`config.mk`:
```
export PLATFORM = sky130hd
export DESIGN_NAME = capsense_median_baseline_filter
export DESIGN_NICKNAME = d
export VERILOG_FILES = /design/src/rtl/cmbf_pkg.sv /design/src/rtl/cmbf_fifo.sv /design/src/rtl/cmbf_front.sv /design/src/rtl/cmbf_back.sv /design/src/rtl/capsense_median_baseline_filter.sv
export SDC_FILE = /design/constraint.sdc
export NUM_CORES = 2
export LEC_CHECK = 0
export BUFFER_PORTS_ARGS = -buffer_cell sky130_fd_sc_hd__buf_2
export CORE_MARGIN = 2
export CORE_UTILIZATION = 55
export DETAILED_ROUTE_END_ITERATION = 8
export PLACE_DENSITY = 0.81
export SLEW_MARGIN = 20
export SYNTH_ARGS = -nofsm -noshare
export SYNTH_HDL_FRONTEND = slang
export SYNTH_HIERARCHICAL = 1
export SYNTH_SLANG_ARGS = --single-unit
```
`constraint.sdc`:
```
create_clock -name aclk -period 5.9 [get_ports aclk]
set_clock_uncertainty 0.1 [all_clocks]
set_input_delay 0.59 -clock aclk [delete_from_list [all_inputs] [get_ports aclk]]
set_output_delay 0.59 -clock aclk [all_outputs]
set_load 0.02 [all_outputs]
```
`src/rtl/cmbf_pkg.sv`:
```
// Package with shared types and constants of the capacitive-sense median baseline filter.
package cmbf_pkg;

    localparam int NUM_CHANNELS_DEF    = 8;
    localparam int RAW_WINDOW_DEF      = 5;
    localparam int MEDIAN_WINDOW_DEF   = 5;
    localparam int BASELINE_WINDOW_DEF = 5;

    localparam int CHANNEL_W   = 3;
    localparam int COUNT_W     = 16;
    localparam int PRESS_SHIFT = 3;
    localparam int QUEUE_DEPTH = 4;

    localparam int CFG_ADDR_W = 8;
    localparam int CFG_DATA_W = 16;

    localparam logic [CFG_ADDR_W-1:0] CFG_NOISE_HALF_DELTA = 8'd0;
    localparam logic [CFG_ADDR_W-1:0] CFG_RECAL_LIMIT      = 8'd1;
    localparam logic [CFG_ADDR_W-1:0] CFG_SLEW_DOWN        = 8'd2;
    localparam logic [CFG_ADDR_W-1:0] CFG_SLEW_UP          = 8'd3;

    typedef struct packed {
        logic [14:0] noise_half_delta;
        logic [15:0] recal_limit;
        logic [15:0] slew_down;
        logic [15:0] slew_up;
    } cfg_t;

    typedef struct packed {
        logic [COUNT_W-1:0]   count;
        logic [CHANNEL_W-1:0] channel;
    } item_t;

endpackage

```
`src/rtl/cmbf_fifo.sv`:
```
// Short queue that carries accepted samples from the front part to the back part.
module cmbf_fifo (
    input  logic           aclk,
    input  logic           aresetn,
    input  logic           push,
    input  cmbf_pkg::item_t push_data,
    output logic           full,
    input  logic           pop,
    output logic           not_empty,
    output cmbf_pkg::item_t pop_data
);
    import cmbf_pkg::*;

    localparam int PTR_W = (QUEUE_DEPTH > 1) ? $clog2(QUEUE_DEPTH) : 1;
    localparam int CNT_W = $clog2(QUEUE_DEPTH + 1);

    item_t            mem_reg [QUEUE_DEPTH];
    logic [PTR_W-1:0] wr_ptr_reg, wr_ptr_next;
    logic [PTR_W-1:0] rd_ptr_reg, rd_ptr_next;
    logic [CNT_W-1:0] cnt_reg, cnt_next;

    assign full      = (cnt_reg == CNT_W'(QUEUE_DEPTH));
    assign not_empty = (cnt_reg != '0);
    assign pop_data  = mem_reg[rd_ptr_reg];

    always_comb begin
        wr_ptr_next = wr_ptr_reg;
        rd_ptr_next = rd_ptr_reg;
        cnt_next    = cnt_reg;
        if (push) begin
            wr_ptr_next = (wr_ptr_reg == PTR_W'(QUEUE_DEPTH - 1)) ? '0 : wr_ptr_reg + 1'b1;
        end
        if (pop) begin
            rd_ptr_next = (rd_ptr_reg == PTR_W'(QUEUE_DEPTH - 1)) ? '0 : rd_ptr_reg + 1'b1;
        end
        if (push && !pop) begin
            cnt_next = cnt_reg + 1'b1;
        end else if (pop && !push) begin
            cnt_next = cnt_reg - 1'b1;
        end
    end

    always_ff @(posedge aclk) begin
        if (!aresetn) begin
            wr_ptr_reg <= '0;
            rd_ptr_reg <= '0;
            cnt_reg    <= '0;
        end else begin
            wr_ptr_reg <= wr_ptr_next;
            rd_ptr_reg <= rd_ptr_next;
            cnt_reg    <= cnt_next;
        end
    end

    always_ff @(posedge aclk) begin
        if (push) begin
            mem_reg[wr_ptr_reg] <= push_data;
        end
    end

endmodule

```
`src/rtl/cmbf_front.sv`:
```
// Front part: takes sample transfers, drops unknown channels and holds the configuration.
module cmbf_front #(
    parameter int NUM_CHANNELS = cmbf_pkg::NUM_CHANNELS_DEF
) (
    input  logic                                aclk,
    input  logic                                aresetn,
    input  logic                                s_tvalid,
    output logic                                s_tready,
    input  logic [23:0]                         s_tdata,
    input  logic                                cfg_valid,
    output logic                                cfg_ready,
    input  logic [cmbf_pkg::CFG_ADDR_W-1:0]     cfg_addr,
    input  logic [cmbf_pkg::CFG_DATA_W-1:0]     cfg_wdata,
    input  logic                                q_full,
    output logic                                q_push,
    output cmbf_pkg::item_t                     q_data,
    output cmbf_pkg::cfg_t                      cfg
);
    import cmbf_pkg::*;

    cfg_t cfg_reg;

    assign s_tready  = !q_full;
    assign cfg_ready = 1'b1;
    assign q_data.channel = s_tdata[CHANNEL_W-1:0];
    assign q_data.count   = s_tdata[CHANNEL_W +: COUNT_W];
    assign q_push = s_tvalid && s_tready && (int'(q_data.channel) < NUM_CHANNELS);
    assign cfg = cfg_reg;

    always_ff @(posedge aclk) begin
        if (!aresetn) begin
            cfg_reg.noise_half_delta <= 15'd16;
            cfg_reg.recal_limit      <= 16'd4;
            cfg_reg.slew_down        <= 16'd8;
            cfg_reg.slew_up          <= 16'd8;
        end else if (cfg_valid) begin
            unique case (cfg_addr)
                CFG_NOISE_HALF_DELTA: cfg_reg.noise_half_delta <= cfg_wdata[14:0];
                CFG_RECAL_LIMIT:      cfg_reg.recal_limit      <= cfg_wdata;
                CFG_SLEW_DOWN:        cfg_reg.slew_down        <= cfg_wdata;
                CFG_SLEW_UP:          cfg_reg.slew_up          <= cfg_wdata;
                default: ;
            endcase
        end
    end

endmodule

```
`src/rtl/cmbf_back.sv`:
```
// Back part: per-channel window memories, shared sorter, press decision and baseline update.
module cmbf_back #(
    parameter int NUM_CHANNELS    = cmbf_pkg::NUM_CHANNELS_DEF,
    parameter int RAW_WINDOW      = cmbf_pkg::RAW_WINDOW_DEF,
    parameter int MEDIAN_WINDOW   = cmbf_pkg::MEDIAN_WINDOW_DEF,
    parameter int BASELINE_WINDOW = cmbf_pkg::BASELINE_WINDOW_DEF
) (
    input  logic            aclk,
    input  logic            aresetn,
    input  cmbf_pkg::cfg_t  cfg,
    input  logic            q_valid,
    input  cmbf_pkg::item_t q_data,
    output logic            q_pop,
    output logic            m_tvalid,
    input  logic            m_tready,
    output logic [0:0]      m_tuser,
    output logic [39:0]     m_tdata
);
    import cmbf_pkg::*;

    localparam int MAXW_A = (RAW_WINDOW > MEDIAN_WINDOW) ? RAW_WINDOW : MEDIAN_WINDOW;
    localparam int MAXW   = (MAXW_A > BASELINE_WINDOW) ? MAXW_A : BASELINE_WINDOW;
    localparam int FILL_W = $clog2(MAXW + 1);
    localparam int WI_W   = (MAXW > 1) ? $clog2(MAXW) : 1;
    localparam int CH_W   = (NUM_CHANNELS > 1) ? $clog2(NUM_CHANNELS) : 1;
    localparam int RD     = NUM_CHANNELS * RAW_WINDOW;
    localparam int MD     = NUM_CHANNELS * MEDIAN_WINDOW;
    localparam int BD     = NUM_CHANNELS * BASELINE_WINDOW;
    localparam int RA_W   = (RD > 1) ? $clog2(RD) : 1;
    localparam int MA_W   = (MD > 1) ? $clog2(MD) : 1;
    localparam int BA_W   = (BD > 1) ? $clog2(BD) : 1;

    typedef enum logic [3:0] {
        S_IDLE, S_RAW_WR, S_LOAD, S_SORT, S_MED_WR, S_EMIT, S_BUPD
    } state_t;

    typedef enum logic [1:0] {
        ST_RAW, ST_MED, ST_BASE
    } stage_t;

    state_t state_reg;
    stage_t stage_reg;

    logic [COUNT_W-1:0] raw_mem  [RD];
    logic [COUNT_W-1:0] med_mem  [MD];
    logic [COUNT_W-1:0] base_mem [BD];
    logic [COUNT_W-1:0] raw_rd_reg, med_rd_reg, base_rd_reg;

    logic [FILL_W-1:0]  raw_fill_reg  [NUM_CHANNELS];
    logic [FILL_W-1:0]  med_fill_reg  [NUM_CHANNELS];
    logic [FILL_W-1:0]  base_fill_reg [NUM_CHANNELS];
    logic [15:0]        base_val_reg  [NUM_CHANNELS];
    logic [15:0]        mism_reg      [NUM_CHANNELS];
    logic [15:0]        last_reg      [NUM_CHANNELS];

    logic [CHANNEL_W-1:0] ch_reg;
    logic [COUNT_W-1:0]   val_reg;
    logic [FILL_W-1:0]    n_reg, k_reg, pass_reg;
    logic [COUNT_W-1:0]   work_reg  [MAXW];
    logic [COUNT_W-1:0]   work_next [MAXW];

    logic                 out_valid_reg;
    logic                 pressed_reg;
    logic [CHANNEL_W-1:0] out_ch_reg;
    logic [15:0]          out_filt_reg, out_base_reg;

    logic [CH_W-1:0]   ci;
    logic [FILL_W-1:0] ld_idx;
    logic [RA_W-1:0]   raw_addr;
    logic [MA_W-1:0]   med_addr;
    logic [BA_W-1:0]   base_addr;
    logic [COUNT_W-1:0] rd_sel;

    logic [15:0]       base_cur, m1, m2, nb, thr, dlt;
    logic [FILL_W-1:0] f_old, f_inc, f_dir;
    logic              dir_chg, mism, b_full, out_free, pressed_c, emit_fire;
    logic [15:0]       nb_new;

    assign ci = ch_reg[CH_W-1:0];
    assign q_pop = (state_reg == S_IDLE) && q_valid;
    assign ld_idx = (k_reg == n_reg) ? '0 : k_reg;

    assign raw_addr  = RA_W'(int'(ci) * RAW_WINDOW +
                       int'((state_reg == S_LOAD) ? ld_idx : raw_fill_reg[ci]));
    assign med_addr  = MA_W'(int'(ci) * MEDIAN_WINDOW +
                       int'((state_reg == S_LOAD) ? ld_idx : med_fill_reg[ci]));
    assign base_addr = BA_W'(int'(ci) * BASELINE_WINDOW +
                       int'((state_reg == S_LOAD) ? ld_idx : base_fill_reg[ci]));

    always_comb begin
        case (stage_reg)
            ST_RAW:  rd_sel = raw_rd_reg;
            ST_MED:  rd_sel = med_rd_reg;
            default: rd_sel = base_rd_reg;
        endcase
    end

    always_comb begin
        for (int i = 0; i < MAXW; i++) begin
            work_next[i] = work_reg[i];
        end
        for (int i = 0; i + 1 < MAXW; i++) begin
            if ((i % 2) == int'(pass_reg[0]) && (i + 1) < int'(n_reg) &&
                work_reg[i+1] < work_reg[i]) begin
                work_next[i]   = work_reg[i+1];
                work_next[i+1] = work_reg[i];
            end
        end
    end

    assign m1 = work_reg[WI_W'(RAW_WINDOW / 2)];
    assign m2 = work_reg[WI_W'(MEDIAN_WINDOW / 2)];
    assign nb = work_reg[WI_W'(BASELINE_WINDOW / 2)];
    assign base_cur = base_val_reg[ci];
    assign thr = base_cur - (base_cur >> PRESS_SHIFT);
    assign pressed_c = (m2 < thr);
    assign out_free = !out_valid_reg || m_tready;
    assign emit_fire = (state_reg == S_EMIT) && out_free;
    assign dlt = {cfg.noise_half_delta, 1'b0};

    always_comb begin
        f_old   = base_fill_reg[ci];
        f_inc   = f_old + 1'b1;
        dir_chg = (f_old != '0) &&
                  ((m2 > base_cur && last_reg[ci] < base_cur) ||
                   (m2 < base_cur && last_reg[ci] > base_cur));
        f_dir   = dir_chg ? '0 : f_inc;
        mism    = (f_dir != '0) && (base_cur > dlt) &&
                  ({1'b0, m2} + {1'b0, dlt} < {1'b0, base_cur}) &&
                  (mism_reg[ci] < cfg.recal_limit);
        b_full  = !mism && (f_dir == FILL_W'(BASELINE_WINDOW));
    end

    always_comb begin
        nb_new = base_cur;
        if (nb < base_cur) begin
            if (cfg.slew_down != '0 && ({1'b0, nb} + {1'b0, cfg.slew_down} < {1'b0, base_cur})
                && mism_reg[ci] < cfg.recal_limit) begin
                nb_new = base_cur - cfg.slew_down;
            end else begin
                nb_new = nb;
            end
        end else if (nb > base_cur) begin
            if (cfg.slew_up != '0 && ({1'b0, nb} > {1'b0, base_cur} + {1'b0, cfg.slew_up})) begin
                nb_new = base_cur + cfg.slew_up;
            end else begin
                nb_new = nb;
            end
        end
    end

    always_ff @(posedge aclk) begin
        raw_rd_reg  <= raw_mem[raw_addr];
        med_rd_reg  <= med_mem[med_addr];
        base_rd_reg <= base_mem[base_addr];
        if (state_reg == S_RAW_WR) begin
            raw_mem[raw_addr] <= val_reg;
        end
        if (state_reg == S_MED_WR) begin
            med_mem[med_addr] <= m1;
        end
        if (emit_fire) begin
            base_mem[base_addr] <= m2;
        end
    end

    always_ff @(posedge aclk) begin
        if (!aresetn) begin
            state_reg     <= S_IDLE;
            stage_reg     <= ST_RAW;
            out_valid_reg <= 1'b0;
            for (int c = 0; c < NUM_CHANNELS; c++) begin
                raw_fill_reg[c]  <= '0;
                med_fill_reg[c]  <= '0;
                base_fill_reg[c] <= '0;
                base_val_reg[c]  <= '0;
                mism_reg[c]      <= '0;
            end
        end else begin
            if (emit_fire) begin
                out_valid_reg <= 1'b1;
            end else if (m_tready) begin
                out_valid_reg <= 1'b0;
            end
            unique case (state_reg)
                S_IDLE: begin
                    if (q_valid) begin
                        ch_reg    <= q_data.channel;
                        val_reg   <= q_data.count;
                        state_reg <= S_RAW_WR;
                    end
                end
                S_RAW_WR: begin
                    if (raw_fill_reg[ci] == FILL_W'(RAW_WINDOW - 1)) begin
                        raw_fill_reg[ci] <= '0;
                        stage_reg <= ST_RAW;
                        n_reg     <= FILL_W'(RAW_WINDOW);
                        k_reg     <= '0;
                        state_reg <= S_LOAD;
                    end else begin
                        raw_fill_reg[ci] <= raw_fill_reg[ci] + 1'b1;
                        state_reg <= S_IDLE;
                    end
                end
                S_LOAD: begin
                    if (k_reg != '0) begin
                        work_reg[WI_W'(k_reg - 1'b1)] <= rd_sel;
                    end
                    if (k_reg == n_reg) begin
                        pass_reg  <= '0;
                        state_reg <= S_SORT;
                    end else begin
                        k_reg <= k_reg + 1'b1;
                    end
                end
                S_SORT: begin
                    for (int i = 0; i < MAXW; i++) begin
                        work_reg[i] <= work_next[i];
                    end
                    pass_reg <= pass_reg + 1'b1;
                    if (pass_reg == n_reg - 1'b1) begin
                        case (stage_reg)
                            ST_RAW:  state_reg <= S_MED_WR;
                            ST_MED:  state_reg <= S_EMIT;
                            default: state_reg <= S_BUPD;
                        endcase
                    end
                end
                S_MED_WR: begin
                    if (med_fill_reg[ci] == FILL_W'(MEDIAN_WINDOW - 1)) begin
                        med_fill_reg[ci] <= '0;
                        stage_reg <= ST_MED;
                        n_reg     <= FILL_W'(MEDIAN_WINDOW);
                        k_reg     <= '0;
                        state_reg <= S_LOAD;
                    end else begin
                        med_fill_reg[ci] <= med_fill_reg[ci] + 1'b1;
                        state_reg <= S_IDLE;
                    end
                end
                S_EMIT: begin
                    if (out_free) begin
                        out_ch_reg    <= ch_reg;
                        pressed_reg   <= pressed_c;
                        out_filt_reg  <= m2;
                        out_base_reg  <= base_cur;
                        last_reg[ci]  <= m2;
                        if (mism) begin
                            mism_reg[ci] <= mism_reg[ci] + 1'b1;
                        end
                        if (b_full) begin
                            stage_reg <= ST_BASE;
                            n_reg     <= FILL_W'(BASELINE_WINDOW);
                            k_reg     <= '0;
                            state_reg <= S_LOAD;
                        end else begin
                            base_fill_reg[ci] <= mism ? '0 : f_dir;
                            state_reg <= S_IDLE;
                        end
                    end
                end
                S_BUPD: begin
                    base_val_reg[ci]  <= nb_new;
                    base_fill_reg[ci] <= '0;
                    mism_reg[ci]      <= '0;
                    state_reg         <= S_IDLE;
                end
                default: state_reg <= S_IDLE;
            endcase
        end
    end

    assign m_tvalid = out_valid_reg;
    assign m_tuser  = pressed_reg;
    assign m_tdata  = {5'd0, out_base_reg, out_filt_reg, out_ch_reg};

endmodule

```
`src/rtl/capsense_median_baseline_filter.sv`:
```
// Top level of the capacitive-sense median filter with baseline tracking.
//
// Samples arrive as transfers on the s_ channel: s_tdata holds the channel number and the
// raw count. Samples of channels at or above NUM_CHANNELS are taken and dropped. Each
// sample enters a four-entry queue; the back part takes one sample at a time from it.
// A sample that does not complete a raw window is only written to its raw window. A
// sample that completes a raw window then goes through the sequential load from the window
// memory and the odd-even sort passes of the shared sorter, and its median is written to
// the median window; completing a median window loads and sorts again and emits one result,
// and a full baseline window loads and sorts once more for the baseline update.
// Results leave through an output register on the m_ channel; while the receiver
// stalls, the back part waits at the result step and the queue keeps taking samples
// until it is full. Configuration writes on the cfg_ channel are always taken.
// Reset clears all fill counts, baselines, mismatch counts and restores the registers.
module capsense_median_baseline_filter #(
    parameter int NUM_CHANNELS    = cmbf_pkg::NUM_CHANNELS_DEF,
    parameter int RAW_WINDOW      = cmbf_pkg::RAW_WINDOW_DEF,
    parameter int MEDIAN_WINDOW   = cmbf_pkg::MEDIAN_WINDOW_DEF,
    parameter int BASELINE_WINDOW = cmbf_pkg::BASELINE_WINDOW_DEF
) (
    input  logic                            aclk,
    input  logic                            aresetn,
    input  logic                            s_tvalid,
    output logic                            s_tready,
    input  logic [23:0]                     s_tdata,   // channel[2:0], count[18:3]
    output logic                            m_tvalid,
    input  logic                            m_tready,
    output logic [0:0]                      m_tuser,   // pressed[0]
    output logic [39:0]                     m_tdata,   // out_channel[2:0],
                                                       // filtered_value[18:3], baseline[34:19]
    input  logic                            cfg_valid,
    output logic                            cfg_ready,
    input  logic [cmbf_pkg::CFG_ADDR_W-1:0] cfg_addr,
    input  logic [cmbf_pkg::CFG_DATA_W-1:0] cfg_wdata
);
    import cmbf_pkg::*;

    logic  q_full, q_push, q_pop, q_valid;
    item_t q_in, q_out;
    cfg_t  cfg;

    cmbf_front #(.NUM_CHANNELS(NUM_CHANNELS)) u_front (
        .aclk(aclk), .aresetn(aresetn),
        .s_tvalid(s_tvalid), .s_tready(s_tready), .s_tdata(s_tdata),
        .cfg_valid(cfg_valid), .cfg_ready(cfg_ready), .cfg_addr(cfg_addr),
        .cfg_wdata(cfg_wdata),
        .q_full(q_full), .q_push(q_push), .q_data(q_in), .cfg(cfg)
    );

    cmbf_fifo u_fifo (
        .aclk(aclk), .aresetn(aresetn),
        .push(q_push), .push_data(q_in), .full(q_full),
        .pop(q_pop), .not_empty(q_valid), .pop_data(q_out)
    );

    cmbf_back #(
        .NUM_CHANNELS(NUM_CHANNELS), .RAW_WINDOW(RAW_WINDOW),
        .MEDIAN_WINDOW(MEDIAN_WINDOW), .BASELINE_WINDOW(BASELINE_WINDOW)
    ) u_back (
        .aclk(aclk), .aresetn(aresetn), .cfg(cfg),
        .q_valid(q_valid), .q_data(q_out), .q_pop(q_pop),
        .m_tvalid(m_tvalid), .m_tready(m_tready), .m_tuser(m_tuser), .m_tdata(m_tdata)
    );

endmodule

```
==> run_results.csv <==
group,metric,value,unit
run,drv_cap,0,
synth,yosysWarnings,6,
power,total_power,76.2,mW
synth,synth_largest_area_cell,"edfxtp_1",
place,routabilityCongestion,0.912,
timing,hold_viol_final,0,
synth,synth_top_area_share,70.2,%
die,die_y,453,µm
die,initial_core_util,55.4,%
clock_tree,clock_sinks,2722,
finish,postLayoutCoreUtil,63.4,%
finish,area_growth,14.3,%
synth,synth_cell_types,84,
worst_setup_path,end_kind,"flop",
synth,async_flop_share,0,%
worst_setup_path,worst-setup-path-type,"flop to flop",
synth,syn_area,0.111,mm²
finish,top_regs,"u_back/base_mem: 640 flops, u_back/med_mem: 640 flops, u_back/raw_mem: 640 flops",
worst_setup_path,cp_max_fo,50,
synth,yosys_most_used_dff,"edfxtp_1",
clock_tree,clockRootBuffer,"clkbuf_16",
synth,netlist_top_cells_area,"edfxtp_1, a22oi_1, ha_1, mux4_2, dfxtp_1",
clock_tree,cts_tree,"built",
power,vdd_drop_max,0.000886,V
place,place_ws,137,ps
die,pin_count,97,
global_route,grt_pass1_vias,70000,
worst_setup_path,required,6620,ps
worst_setup_path,worstPathArrival,6470,ps
finish,layout.nets,7928,
die,rows,164,
worst_setup_path,slowest_delay,750,ps
routing,drt.antenna.violating_nets,0,
worst_setup_path,critPathLaunchType,"flop",
timing,finalSetupTns,0,ps
routing,routedWlPerCell,28.7,µm
synth,syn_avg_cell_area,15.6,µm²
routing,postRouteWirelength,299,mm
routing,via_count,70500,
worst_setup_path,cp_cell_sequence,"buf_4 > mux4_2 > mux2i_1 > o21ai_0 > ha_1 > fa_1 > nand2_1 > nor2_4 > a22o_1 > a221oi_1 > nand4_1 > o21ai_0 > o21ai_0 > buf_4 > nor2_1 > a31oi_1",
finish,drive_above_1_share,15.2,%
global_route,overflow,0,
die,die_area,0.205,mm²
timing,final-max-slew-violation-count,0,
clock_tree,htreeDepth,5,
synth,synth_edf_count,2593,
timing,maxSlewHeadroom,26.2,%
clock_tree,worstSkewPairLatency,930,ps
routing,first_pass_iters,7,
timing,fmax,174,MHz
timing,worst_pin_slew,1100,ps
global_route,grt_antenna_before_repair,6,
global_route,grtUsageTotal,28.6,%
die,die_w,453,µm
power,p_leak,42.5,nW
worst_hold_path,hp-class,"primary input to flop",
synth,synthCells,7115,
routing,drc,0,
worst_setup_path,cpMostUsedCell,"o21ai_0",
synth,ys_seq_area_share,72.5,%
clock_tree,cts_buffers,276,
timing,setup_ws,147,ps
global_route,grt_max_degree,92,
timing,finalCritPeriodShare,97.5,%
place,port_buffers,85,
worst_setup_path,crit_slowest_cell,"fa_1",
finish,final_design_area_no_fill,0.127,mm²
place,placed_cells,9925,
global_route,grt_first_pass_wirelength,441,mm
clock_tree,clockBufferDepth,4,
timing,setup_viol,0,
routing,drtIter0Drc,10200,
timing,period_needed,5750,ps
place,place_hpwl,177,mm
place,detailed_place.area,0.118,mm²
timing,holdWs,45.6,ps
power,p_per_area,601,mW/mm²
routing,viasPerCell,6.76,
clock_tree,path_clk_slew,60,ps
synth,ys_ff_latch,2722,
status,outcome,"finished, final reports clean",
finish,fin_cells,10400,
die,core,0.200,mm²
[cells in the mapped netlist (16+ instances only)]
master,instances
edfxtp_1,2593
a22oi_1,747
nor2_1,582
nand2_1,384
ha_1,289
clkbuf_1,284
nand4_1,184
a21oi_1,165
inv_1,163
a221oi_1,153
o21ai_0,143
dfxtp_1,129
mux4_2,124
mux2i_1,117
a31oi_1,116
a22o_1,109
nand3_1,103
xnor2_1,60
nor3_1,53
nor2b_1,48
a21o_1,45
buf_1,44
mux2_2,42
nand2b_1,36
xor2_1,33
buf_4,32
buf_2,25
o21a_1,25
o211ai_1,24
o2111ai_1,20
nor4_1,19
and3_1,18
o21bai_1,17
or3_1,16
[power by group]
part	total [mW]	internal [mW]	switching, mW
Clock	16.8	9.74	7.03
Sequential	22.8	22.4	0.372
Combinational	36.7	12.8	23.9
[worst paths after layout]
path,startpoint,to,slack [ps],cells after the start
hold reg to reg,u_front/cfg[38],u_front/cfg[38],360,2
hold / removal,cfg_wdata[1],u_front/cfg[1],50,3
setup reg to reg,flop,u_back/raw_rd_reg[0],150,16
setup / recovery,flop,u_back/raw_rd_reg[0],150,16
[final cells by class]
type / instances / area, µm²
multi-input combinational: 3840 / 28500
antenna: 1 / 2.50
tap: 2656 / 3320
fill: 13000 / 73200
sequential: 2722 / 80500
clock buffer: 343 / 7360
clock inverter: 128 / 1180
inverter: 163 / 612
timing repair buffer: 574 / 5420
[cells by family (layout without fill, tap and decap cells)]
group           count (synthesis)  after routing  share of synthesized area, %
flops                        2722           2722                          72.5
simple gates                 1506           1507                          6.24
other cells                     2              7                       0.00677
buf+inv                       558           1208                          2.12
fa+ha+maj                     298            298                          3.42
mux                           293            293                          4.22
compound gates               1643           1643                          10.7
xor+xnor                       93             93                         0.734
[worst max-delay path, delay by kind of cell, from the launching register on]
kind	cells	cell delay [ps]
multiplexers	2	740
adder cells (fa/ha/maj)	2	1000
AO/OA/AOI/OAI	6	1370
flip-flops	1	380
buffers and inverters	2	830
AND/OR/NAND/NOR	4	1140
[repair_timing]
action	CTS	global route
resized for setup	0	14
hold buffers	25	0
buffers inserted	0	4
endpoints found under the setup margin	0	275
endpoints found under the hold margin	91	0
[layer usage]
| layer | share of wire [%] | vias up | wire, µm | track usage [%] |
|---|---|---|---|---|
| met5 | 0.019 | - | 57 | 0 |
| met4 | 5.5 | 8 | 16400 | 14.4 |
| met3 | 12 | 909 | 35000 | 5.83 |
| met2 | 48 | 5478 | 142000 | 45.9 |
| met1 | 35 | 34800 | 105000 | 37.4 |
| li1 | - | 29300 | - | - |
[cell usage in the layout, fill, tap and decap left out, types with 48 or more instances in the layout]
cell and n:
a21oi_1 151, a221oi_1 152, a22o_1 109, a22oi_1 747, a31oi_1 115, buf_12 99
buf_2 84, buf_4 365, clkbuf_1 54, clkbuf_16 282, dfxtp_1 126, edfxtp_1 2593
ha_1 288, inv_1 162, mux2i_1 115, mux4_2 124, nand2_1 384, nand3_1 103
nand4_1 184, nor2_1 562, nor2b_1 48, o21ai_0 142, xnor2_1 59
Note: power is estimated with default switching activity, not from simulation.
